`config.mk`:
```
export PLATFORM = sky130hd
export DESIGN_NAME = sfc_ctrl
export DESIGN_NICKNAME = d
export VERILOG_FILES = /design/src/sfc_pkg.sv /design/src/sfc_ctrl.sv
export VERILOG_INCLUDE_DIRS = /design/src /design/src/src
export SDC_FILE = /design/constraint.sdc
export NUM_CORES = 1
export LEC_CHECK = 0
export ABC_AREA = 1
export BUFFER_PORTS_ARGS = -buffer_cell sky130_fd_sc_hd__buf_2
export CORE_MARGIN = 2
export CORE_UTILIZATION = 44
export DETAILED_ROUTE_END_ITERATION = 8
export GPL_TIMING_DRIVEN = 0
export PLACE_DENSITY = 0.66
export SYNTH_ARGS = -nofsm -noshare
export SYNTH_HDL_FRONTEND = slang
export SYNTH_SLANG_ARGS = --single-unit
```
`constraint.sdc`:
```
create_clock -name clk -period 2.85 [get_ports clk]
set_input_delay 0.4275 -clock clk [delete_from_list [all_inputs] [get_ports clk]]
set_output_delay 0.4275 -clock clk [all_outputs]
set_load 0.03 [all_outputs]
```
`src/assert_macros.svh`:
```
// ---------------------------------------------------------------------------
// Assertion macros shared by the camera follow block
// Clocked on clk, quiet while arst_n is low.
// ---------------------------------------------------------------------------
`ifndef ASSERT_MACROS_SVH
`define ASSERT_MACROS_SVH

// same-cycle implication
`define ASSERT_IMPL(label, ante, cons, msg) \
	label: assert property (@(posedge clk) disable iff (!arst_n) (ante) |-> (cons)) \
		else $error(msg);

// next-cycle implication
`define ASSERT_NEXT(label, ante, cons, msg) \
	label: assert property (@(posedge clk) disable iff (!arst_n) (ante) |=> (cons)) \
		else $error(msg);

`endif

```
`src/sfc_pkg.sv`:
```
// ---------------------------------------------------------------------------
// sfc_pkg
// Types, constants and helpers shared by the spring follow camera modules.
// ---------------------------------------------------------------------------
package sfc_pkg;

	localparam int IN_W  = 160;
	localparam int OUT_W = 144;

	// configuration register indexes
	localparam logic [1:0] REG_HDIST  = 2'd0;
	localparam logic [1:0] REG_VDIST  = 2'd1;
	localparam logic [1:0] REG_TDIST  = 2'd2;
	localparam logic [1:0] REG_SPRING = 2'd3;

	localparam logic [15:0] HDIST_RST  = 16'd300;
	localparam logic [15:0] VDIST_RST  = 16'd300;
	localparam logic [15:0] TDIST_RST  = 16'd100;
	localparam logic [15:0] SPRING_RST = 16'd16384;

	// quotient bits of one look component
	localparam logic [3:0] DIV_STEPS = 4'd15;
	localparam logic [1:0] AXIS_LAST = 2'd2;

	typedef enum logic [4:0] {
		OP_NONE,
		OP_LOAD,
		OP_MUL_HF,
		OP_IDEAL,
		OP_C_LATCH,
		OP_SNAP,
		OP_MUL_KD,
		OP_MUL_CV,
		OP_ACC,
		OP_MUL_AH,
		OP_MUL_AL,
		OP_VEL,
		OP_MUL_VD,
		OP_POS,
		OP_MUL_TF,
		OP_DIFF,
		OP_LOOK_ZERO,
		OP_NORM,
		OP_MUL_SQ,
		OP_SUM,
		OP_LEN_START,
		OP_LEN_LATCH,
		OP_DIV_START,
		OP_DIV_STEP,
		OP_LOOK,
		OP_PUB
	} op_t;

	typedef struct packed {
		op_t        op;
		logic [1:0] axis;
	} cmd_t;

	typedef struct packed {
		logic snap;
		logic sqrt_busy;
		logic vec_zero;
		logic norm_ok;
		logic div_done;
	} status_t;

	typedef enum logic [4:0] {
		S_IDLE,
		S_HF_MUL,
		S_HF_SAT,
		S_C_WAIT,
		S_SNAP,
		S_KD,
		S_CV,
		S_ACC,
		S_AH,
		S_AL,
		S_VEL,
		S_VD,
		S_POS,
		S_TF,
		S_DIFF,
		S_ZCHK,
		S_NORM,
		S_SQ,
		S_SUM,
		S_LEN_START,
		S_LEN_WAIT,
		S_DIV_START,
		S_DIV_STEP,
		S_PUB
	} state_t;

	// clamp a wide signed value to 32 bits signed
	function automatic logic [31:0] sat32(input logic signed [63:0] x);
		logic [31:0] r;
		if (x > 64'sd2147483647)
			r = 32'h7FFF_FFFF;
		else if (x < -64'sd2147483648)
			r = 32'h8000_0000;
		else
			r = x[31:0];
		return r;
	endfunction

endpackage

```
`src/sfc_ctrl.sv`:
```
// ---------------------------------------------------------------------------
// sfc_ctrl
// Sequencer: walks one item through the datapath and owns the handshakes.
// ---------------------------------------------------------------------------
`include "assert_macros.svh"

module sfc_ctrl
	import sfc_pkg::*;
(
	input  logic    clk,
	input  logic    arst_n,
	input  logic    s_tvalid,
	output logic    s_tready,
	output logic    m_tvalid,
	input  logic    m_tready,
	input  status_t status,
	output cmd_t    cmd
);

	state_t     state_q, state_d;
	logic [1:0] axis_q, axis_d;
	logic       out_valid_q;
	logic       last_axis;

	assign last_axis = (axis_q == AXIS_LAST);

	// state register
	always_ff @(posedge clk or negedge arst_n) begin
		if (!arst_n) begin
			state_q <= S_IDLE;
			axis_q  <= '0;
		end else begin
			state_q <= state_d;
			axis_q  <= axis_d;
		end
	end

	// output word valid flag
	always_ff @(posedge clk or negedge arst_n) begin
		if (!arst_n) begin
			out_valid_q <= 1'b0;
		end else if (cmd.op == OP_PUB) begin
			out_valid_q <= 1'b1;
		end else if (m_tready) begin
			out_valid_q <= 1'b0;
		end
	end

	// next state and commands
	always_comb begin
		state_d  = state_q;
		axis_d   = axis_q;
		cmd.op   = OP_NONE;
		cmd.axis = axis_q;
		s_tready = 1'b0;
		case (state_q)
			S_IDLE: begin
				s_tready = 1'b1;
				if (s_tvalid) begin
					cmd.op  = OP_LOAD;
					axis_d  = '0;
					state_d = S_HF_MUL;
				end
			end
			S_HF_MUL: begin
				cmd.op  = OP_MUL_HF;
				state_d = S_HF_SAT;
			end
			S_HF_SAT: begin
				cmd.op = OP_IDEAL;
				if (last_axis) begin
					axis_d  = '0;
					state_d = S_C_WAIT;
				end else begin
					axis_d  = axis_q + 2'd1;
					state_d = S_HF_MUL;
				end
			end
			S_C_WAIT: begin
				if (!status.sqrt_busy) begin
					cmd.op  = OP_C_LATCH;
					state_d = status.snap ? S_SNAP : S_KD;
				end
			end
			S_SNAP: begin
				cmd.op  = OP_SNAP;
				state_d = S_TF;
			end
			S_KD: begin
				cmd.op  = OP_MUL_KD;
				state_d = S_CV;
			end
			S_CV: begin
				cmd.op  = OP_MUL_CV;
				state_d = S_ACC;
			end
			S_ACC: begin
				cmd.op  = OP_ACC;
				state_d = S_AH;
			end
			S_AH: begin
				cmd.op  = OP_MUL_AH;
				state_d = S_AL;
			end
			S_AL: begin
				cmd.op  = OP_MUL_AL;
				state_d = S_VEL;
			end
			S_VEL: begin
				cmd.op  = OP_VEL;
				state_d = S_VD;
			end
			S_VD: begin
				cmd.op  = OP_MUL_VD;
				state_d = S_POS;
			end
			S_POS: begin
				cmd.op = OP_POS;
				if (last_axis) begin
					axis_d  = '0;
					state_d = S_TF;
				end else begin
					axis_d  = axis_q + 2'd1;
					state_d = S_KD;
				end
			end
			S_TF: begin
				cmd.op  = OP_MUL_TF;
				state_d = S_DIFF;
			end
			S_DIFF: begin
				cmd.op = OP_DIFF;
				if (last_axis) begin
					axis_d  = '0;
					state_d = S_ZCHK;
				end else begin
					axis_d  = axis_q + 2'd1;
					state_d = S_TF;
				end
			end
			S_ZCHK: begin
				if (status.vec_zero) begin
					cmd.op  = OP_LOOK_ZERO;
					state_d = S_PUB;
				end else begin
					state_d = S_NORM;
				end
			end
			S_NORM: begin
				if (status.norm_ok)
					state_d = S_SQ;
				else
					cmd.op = OP_NORM;
			end
			S_SQ: begin
				cmd.op  = OP_MUL_SQ;
				state_d = S_SUM;
			end
			S_SUM: begin
				cmd.op = OP_SUM;
				if (last_axis) begin
					axis_d  = '0;
					state_d = S_LEN_START;
				end else begin
					axis_d  = axis_q + 2'd1;
					state_d = S_SQ;
				end
			end
			S_LEN_START: begin
				cmd.op  = OP_LEN_START;
				state_d = S_LEN_WAIT;
			end
			S_LEN_WAIT: begin
				if (!status.sqrt_busy) begin
					cmd.op  = OP_LEN_LATCH;
					state_d = S_DIV_START;
				end
			end
			S_DIV_START: begin
				cmd.op  = OP_DIV_START;
				state_d = S_DIV_STEP;
			end
			S_DIV_STEP: begin
				if (!status.div_done) begin
					cmd.op = OP_DIV_STEP;
				end else begin
					cmd.op = OP_LOOK;
					if (last_axis) begin
						axis_d  = '0;
						state_d = S_PUB;
					end else begin
						axis_d  = axis_q + 2'd1;
						state_d = S_DIV_START;
					end
				end
			end
			S_PUB: begin
				if (!out_valid_q || m_tready) begin
					cmd.op  = OP_PUB;
					state_d = S_IDLE;
				end
			end
			default: begin
				state_d = S_IDLE;
			end
		endcase
	end

	assign m_tvalid = out_valid_q;

	// checks
	`ASSERT_IMPL(a_pub_free, cmd.op == OP_PUB, !out_valid_q || m_tready, "result overwritten")
	`ASSERT_NEXT(a_accept_busy, s_tvalid && s_tready, state_q != S_IDLE, "item not taken up")
	`ASSERT_IMPL(a_len_idle, cmd.op == OP_LEN_START, !status.sqrt_busy, "root unit still busy")

endmodule
```
======== Yosys cells after proc, flatten, opt, wreduce, memory -nomap -nowiden ========
Cells that the tools add are included.
W data, S select, Z words.
word-level totals
  flip-flop bits (word level) ............. 8
  bits of input ports ..................... 9
  output and inout port bits .............. 9
  word-level logic and storage cells ...... 72
operators by class
  add/sub/neg operators ................... 1
  eq/ne operators ......................... 31
  muxes and demuxes ....................... 29
  reductions and logical operators ........ 8
operator list
  cell                   number
  $pmux W5 S24           2
  $mux W5                10
  $eq A5 B5 Y1 const B   9
  $eq A5 B4 Y1 const B   8
  $eq A5 B3 Y1 const B   4
  $mux W2                7
  $ne A2 B2 Y1 const B   6
  $eq A5 B2 Y1 const B   2
  $mux W4                2
  $mux W3                2
  $pmux W2 S3            1
  $reduce_and A6 Y1      1
  $eq A5 B1 Y1 const B   1
  $logic_not A5 Y1       1
  $mux W1                5
  $reduce_or A4 Y1       1
  $reduce_and A3 Y1      1
  $reduce_bool A3 Y1     1
  $add A2 B1 Y2 const B  1
  $eq A2 B2 Y1 const B   1
  $reduce_bool A2 Y1     1
  $logic_not A1 Y1       1
  $logic_or A1 B1 Y1     1

======== Depth between registers and ports, before layout ========
Gate-level depths: netlist (run 1).
  word-level depth ........................ 6
  mapped depth ............................ 10
  depth with buffers taken out ............ 9

======== Least setup slack after synthesis (run 1) ========
No wires, ideal clock.
  kind .................................... register to output
  start point ............................. reg state_q[3]
  end point ............................... out cmd[5] (netlist name)
  arrival time ............................ 1.402 ns
  data required time ...................... 2.423 ns
  slack ................................... 1.020 ns
  stages on the path, launching flop included .. 7
  cell sequence ........................... dfrtp_1 -> buf_6 -> inv_2 -> nand2_1 -> nor2_4 -> nand2_1 -> o2111ai_1
RTL lines
  what                    line            RTL
  start, declared         sfc_ctrl.sv:20  state_t state_q, state_d;
  start signal, assigned  sfc_ctrl.sv:33  state_q <= state_d;
  end, declared           sfc_ctrl.sv:17  output cmd_t cmd

==> results of run 1 <==
[Yosys cell counts (3+ instances only)]
master,number
nand2_1,57
inv_1,21
dfrtp_1,8
nand3_1,18
nor2_1,21
o21ai_0,5
inv_2,4
nor3_1,3
nor2_2,3
nand4_1,8
[cell usage in the layout, fill, tap and decap left out, types with 2 or more instances in the layout]
master	Yosys	routed
nand4_1	8	8
nor2_4	2	2
inv_1	21	21
o211ai_1	2	2
dfrtp_1	8	8
nand2_1	57	57
buf_4	2	2
buf_2	1	18
o2111ai_1	2	2
nand3_1	18	18
o21ai_0	5	5
nor2_2	3	3
clkbuf_4	0	3
nor2_1	21	21
inv_2	4	4
nor3_1	3	3
[registers in the layout, indices dropped and copies added (netlist names)]
register and count:
m_tvalid 1, axis_q 2, state_q 5
[cell type report]
cell class / instances / area share, %
Buffer: 4 / 2.98
Timing Repair Buffer: 17 / 8.10
Tap cell: 27 / 3.22
Sequential cell: 8 / 19.1
Multi-Input combinational cell: 126 / 55.5
Inverter: 25 / 8.94
Clock buffer: 3 / 2.15
[final timing paths]
check / cells past startpoint / from / to
worst max-delay path: 9 / state_q[3] / cmd[5]
worst min-delay path: 1 / arst_n / state_q[1]
worst max register to register: 10 / state_q[3] / state_q[2]
worst min register to register: 2 / m_tvalid / m_tvalid
max in group asynchronous: 1 / arst_n / m_tvalid
min in group clk: 2 / m_tready / m_tvalid
[power groups by stage]
stage          combinational (mW)  clock, mW  sequential [mW]
2_1_floorplan               0.729          0            0.218
3_3_place_gp                0.972          0            0.208
3_5_place_dp                0.980          0            0.208
4_1_cts                     0.985     0.0880            0.207
5_1_grt                      1.11     0.0991            0.214
6_report                    0.991     0.0857            0.208
[layer usage]
metal	wire length [um]	up-vias	global-route usage, %
met2	1210	71	40.1
met3	270	10	5.21
met4	70	0	7.41
li1	-	565	-
met5	0	-	0
met1	1140	486	33.8
[cell families after synthesis]
family                 share of synthesized area, %
buffers and inverters                          13.8
AND/OR/NAND/NOR                                56.5
AO/OA/AOI/OAI                                  7.71
flip-flops                                     22.0
[worst max-delay path, cell delays in order (launching register included)]
cell and delay, ps:
dfrtp_1 370, buf_6 140, inv_2 80, nand2_1 100, nor2_1 290, nand2_1 100, o21ai_0 90, inv_1 80
o2111ai_1 70, buf_2 220
[metrics by stage]
| stage | util (%) | total power, mW | setup slack (ps) | instance area, sq um | cells |
|---|---|---|---|---|---|
| floorplan | - | 0.948 | 1020 | 908 | 163 |
| detailed placement | 52.4 | 1.19 | 928 | 1030 | 207 |
| CTS | 53.5 | 1.28 | 646 | 1050 | 210 |
| finish | 53.5 | 1.29 | 626 | 1050 | 210 |
| global route | 53.5 | 1.42 | 480 | 1050 | 210 |
| global placement | 52.4 | 1.18 | 934 | 1030 | 207 |
==> qor.csv, run 1 <==
stage,metric,value,unit
run_status,outcome,finished clean,
sta,Min Hold Slack,7.82,ps
route,vias,1132,
synthesis,#FFs+latches synth,8,
finish,register area,200,sq um
route,DRT antenna net count,0,
clock_network,Resized cells post-CTS,0,
pwr,Logic pwr share,77.1,%
pwr,Power Dens Cells,1220,nW/um^2
pwr,internal cell power,497,uW
sta,Slew Limit Fails,0,
pwr,Peak VDD IR,0.706,mV
synthesis,Post-Synthesis Cells,163,
clock_network,H-tree levels,1,
pwr,Pleak,0.639,nW
route,1st-iter DRT viols,40,
synthesis,syn_area_per_cell,5.57,sq um
placed_design,HPWL Detailed,2.14,mm
placed_design,Port Buf Inserts,17,
synthesis,"Seq/Total Area, Yosys",22.0,%
sta,Peak Freq,0.450,GHz
finish,Layout area overhead,15.6,%
worst_setup_path,CP Data Arrival Time,1800,ps
worst_setup_path,Worst Setup Path Type,reg2out,
clock_network,hold_buf cts,0,
clock_network,Clock Path Buffers,2,
floorplanning,row count,16,
route,Vias/cell,5.39,
sta,Worst-Margin Slew,332,ps
grt,first-pass GRT wire length,4.76,mm
min_path,worst hold-check path type,in2async,
floorplanning,Die X,49.4,um
synthesis,top cell type by total area after synthesis,nand2_1,
pwr,NetSw,788,uW
clock_network,CTS tree,done,
run,MaxCap Viol Count,0,
floorplanning,CORE AREA,1960,sq um
synthesis,post-synth cell types,21,
synthesis,Synth top area share,23.6,%
floorplanning,IO Count,18,
sta,RSZ-0062 raised after global routing,no,
sta,Finish-stage setup viols,0,
sta,Final Hold Fails,0,
pwr,share of power burned in registers,16.2,%
finish,Layout Nets,194,
route,"wirelength, routed",2.69,mm
clock_network,Clock Pin Slew Worst Setup and Hold Paths,60,ps
sta,Fin Clk Skew,5.49,ps
worst_setup_path,crit path max fanout,8,
finish,share of layout cells above drive strength 1,19.1,%
sta,setup_tns,0,ps
route,DRC viols,0,
clock_network,clock latency on the worst-skew pair,250,ps
clock_network,CTS Buf Count,3,
worst_setup_path,flop2flop setup slack,1320,ps
synthesis,"Warnings, synthesis",0,
worst_setup_path,Worst setup SP type,register,
grt,pin count of the biggest net entering global routing,11,
floorplanning,Die Area,2440,sq um
route,routed length per instance,12.8,um
synthesis,Async SR Flop Fraction,100,%
synthesis,syn_nets,172,
floorplanning,chip height,49.4,um
grt,vias in the first global route,1052,
sta,period utilization,78.0,%
finish,fill count,227,
grt,gr ovfl total,0,
placed_design,Routability Congestion,0.913,
sta,relative max-transition margin,77.8,%
worst_setup_path,WP data required,2420,ps
clock_network,post-CTS setup buffers,0,
synthesis,ys flop type,dfrtp_1,
route,TritonRoute pass-1 iters,4,
pwr,power share of the clock group,6.7,%
grt,All-Layer GR Usage,25.0,%
finish,n_diodes,0,
clock_network,Clock Sinks,8,
floorplanning,Initial Util,46.3,%
synthesis,number of synthesized flops with an enable pin,0,
worst_setup_path,CP Capture Type,output port,
synthesis,"top cells by area, synth","nand2_1, dfrtp_1, nand3_1, inv_1, nor2_1",
finish,Multi-input gate area,583,sq um
sta,Period minus WS final,2220,ps
pwr,Sw Share,61.3,%
clock_network,Root Driver,clkbuf_4,
grt,initial antenna violation count,0,
synthesis,"Cell Area, Synth",908,sq um
(Power assumes the default switching activity.)
==> inputs of run 2 (changes only) <==
--- a/config.mk
+++ b/config.mk
@@ -12,7 +12,7 @@
 export CORE_UTILIZATION = 44
 export DETAILED_ROUTE_END_ITERATION = 8
 export GPL_TIMING_DRIVEN = 0
-export PLACE_DENSITY = 0.66
+export PLACE_DENSITY = 0.69
 export SYNTH_ARGS = -nofsm -noshare
 export SYNTH_HDL_FRONTEND = slang
 export SYNTH_SLANG_ARGS = --single-unit
==> constraint.sdc (replaced) <==
create_clock -name clk -period 1.8 [get_ports clk]
set_input_delay 0.27 -clock clk [delete_from_list [all_inputs] [get_ports clk]]
set_output_delay 0.27 -clock clk [all_outputs]
set_load 0.03 [all_outputs]
==> run 2 against run 1 <==
Effect of this change: highest routed layer unchanged; die area unchanged; critical endpoint is now cmd[6]; largest cell class unchanged; clock power increased by 58%; non-clock buffer count up 13; the flow now finishes with violations (setup timing).
==> qor.csv, run 2 (synthesized netlist as in run 1, its figures left out) <==
stage,metric,value,unit
grt,vias in the first global route,1084,
sta,relative max-transition margin,80.0,%
min_path,worst hold-check path type,in2reg,
grt,first-pass GRT wire length,4.79,mm
route,1st-iter DRT viols,52,
sta,Worst-Margin Slew,298,ps
run_status,failing checks,setup timing,
min_path,hold depth,2,
worst_setup_path,WP data required,1530,ps
worst_setup_path,CP Data Arrival Time,1570,ps
grt,gr ovfl total,0,
floorplanning,CORE AREA,1960,sq um
finish,largest register by flop count,state_q,
sta,Final Hold Fails,0,
floorplanning,Die Area,2440,sq um
finish,most frequent cells in the layout,"nand2_1, inv_1, nor2_1, nand3_1, buf_4",
worst_setup_path,crit path max fanout,9,
floorplanning,row count,16,
sta,Min Hold Slack,224,ps
worst_setup_path,CP Capture Type,output port,
route,Vias/cell,5.40,
route,DRC viols,0,
floorplanning,chip height,49.4,um
sta,Period minus WS final,1840,ps
sta,Finish-stage setup viols,4,
sta,Worst Slack Setup Final,-43.1,ps
clock_network,CTS tree,done,
sta,Slew Limit Fails,0,
route,DRT antenna net count,0,
finish,Layout Nets,207,
run,MaxCap Viol Count,0,
placed_design,Cells after DPL,207,
clock_network,Clock Path Buffers,2,
sta,Peak Freq,0.543,GHz
worst_setup_path,Worst Setup Path Type,reg2out,
clock_network,CTS Buf Count,3,
worst_setup_path,Worst setup SP type,register,
clock_network,Root Driver,clkbuf_4,
route,"wirelength, routed",2.99,mm
clock_network,Clock Pin Slew Worst Setup and Hold Paths,50,ps
route,routed length per instance,13.4,um
finish,Final Core Density,65.1,%
clock_network,H-tree levels,1,
clock_network,Clock Sinks,8,
placed_design,HPWL Detailed,2.02,mm
pwr,total power,2.51,mW
sta,Fin Clk Skew,3.50,ps
finish,share of layout cells above drive strength 1,32.1,%
finish,Layout area overhead,40.5,%
run_status,outcome,finished with violations,
floorplanning,Initial Util,46.3,%
pwr,Pleak,0.732,nW
pwr,Power Dens Cells,1960,nW/um^2
finish,"most common cell after layout, fill and taps aside",nand2_1,
finish,Post-Layout Inst Area,1280,sq um
floorplanning,IO Count,18,
sta,period utilization,102,%
floorplanning,Die X,49.4,um
placed_design,Routability Congestion,0.962,
placed_design,Post-Place Setup Slack,61.5,ps
grt,initial antenna violation count,0,
finish,max FFs per register,5,
sta,RSZ-0062 raised after global routing,yes,
grt,pin count of the biggest net entering global routing,11,
placed_design,Port Buf Inserts,17,
finish,Layout Cells excl Fill,223,
route,TritonRoute pass-1 iters,4,
placed_design,Post-Place Cell Area,1030,sq um
route,vias,1204,
clock_network,clock latency on the worst-skew pair,250,ps
finish,n_diodes,0,
grt,All-Layer GR Usage,25.4,%
pwr,Peak VDD IR,1.11,mV
worst_setup_path,Reg2Reg Depth,11,
sta,setup_tns,-56.0,ps
==> run 2: cell type report <==
class | instances | area [sq um]
Fill cell | 205 | 686
Timing Repair Buffer | 30 | 216
Sequential cell | 8 | 203
Tap cell | 27 | 33.8
Buffer | 4 | 41.3
Multi-Input combinational cell | 126 | 658
Clock buffer | 3 | 22.5
Inverter | 25 | 101
==> run 2: timing repair <==
item	4_1_cts	5_1_grt
hold endpoints to repair	8	0
setup endpoints to repair	5	5
gates cloned	0	0
buffers inserted	9	3
resized for setup	32	7
pin swaps	6	4
hold buffers	1	0
==> run 2: critical path, stage by stage (launching register included) <==
cell and delay, ps:
dfrtp_2 490, nand2_4 110, inv_2 90, nand3_1 130, inv_1 90, nor2_2 140
nand4_1 110, buf_6 160
==> run 2: final timing paths <==
check | slack, ps | startpoint | end
worst min-delay path | 220 | m_tready | m_tvalid
worst min register to register | 550 | m_tvalid | m_tvalid
max in group asynchronous | 1230 | arst_n | state_q[1]
min in group asynchronous | 380 | arst_n | axis_q[0]
worst max register to register | 320 | state_q[3] | state_q[1]
worst max-delay path | -40 | state_q[1] | cmd[6]
==> run 2: report_power, final <==
part           switching, mW  internal (mW)
clock network         0.0591         0.0762
registers             0.0940          0.258
logic                   1.27          0.752
==> run 2: per-layer routing <==
metal  part of all wire [%]  vias to the layer above  global-route usage, %
met4                   0.94                        0                   7.87
met1                     41                      559                   33.5
met2                     51                       55                   42.6
met5                      0                        -                      0
li1                       -                      588                      -
met3                    7.0                        2                   3.68
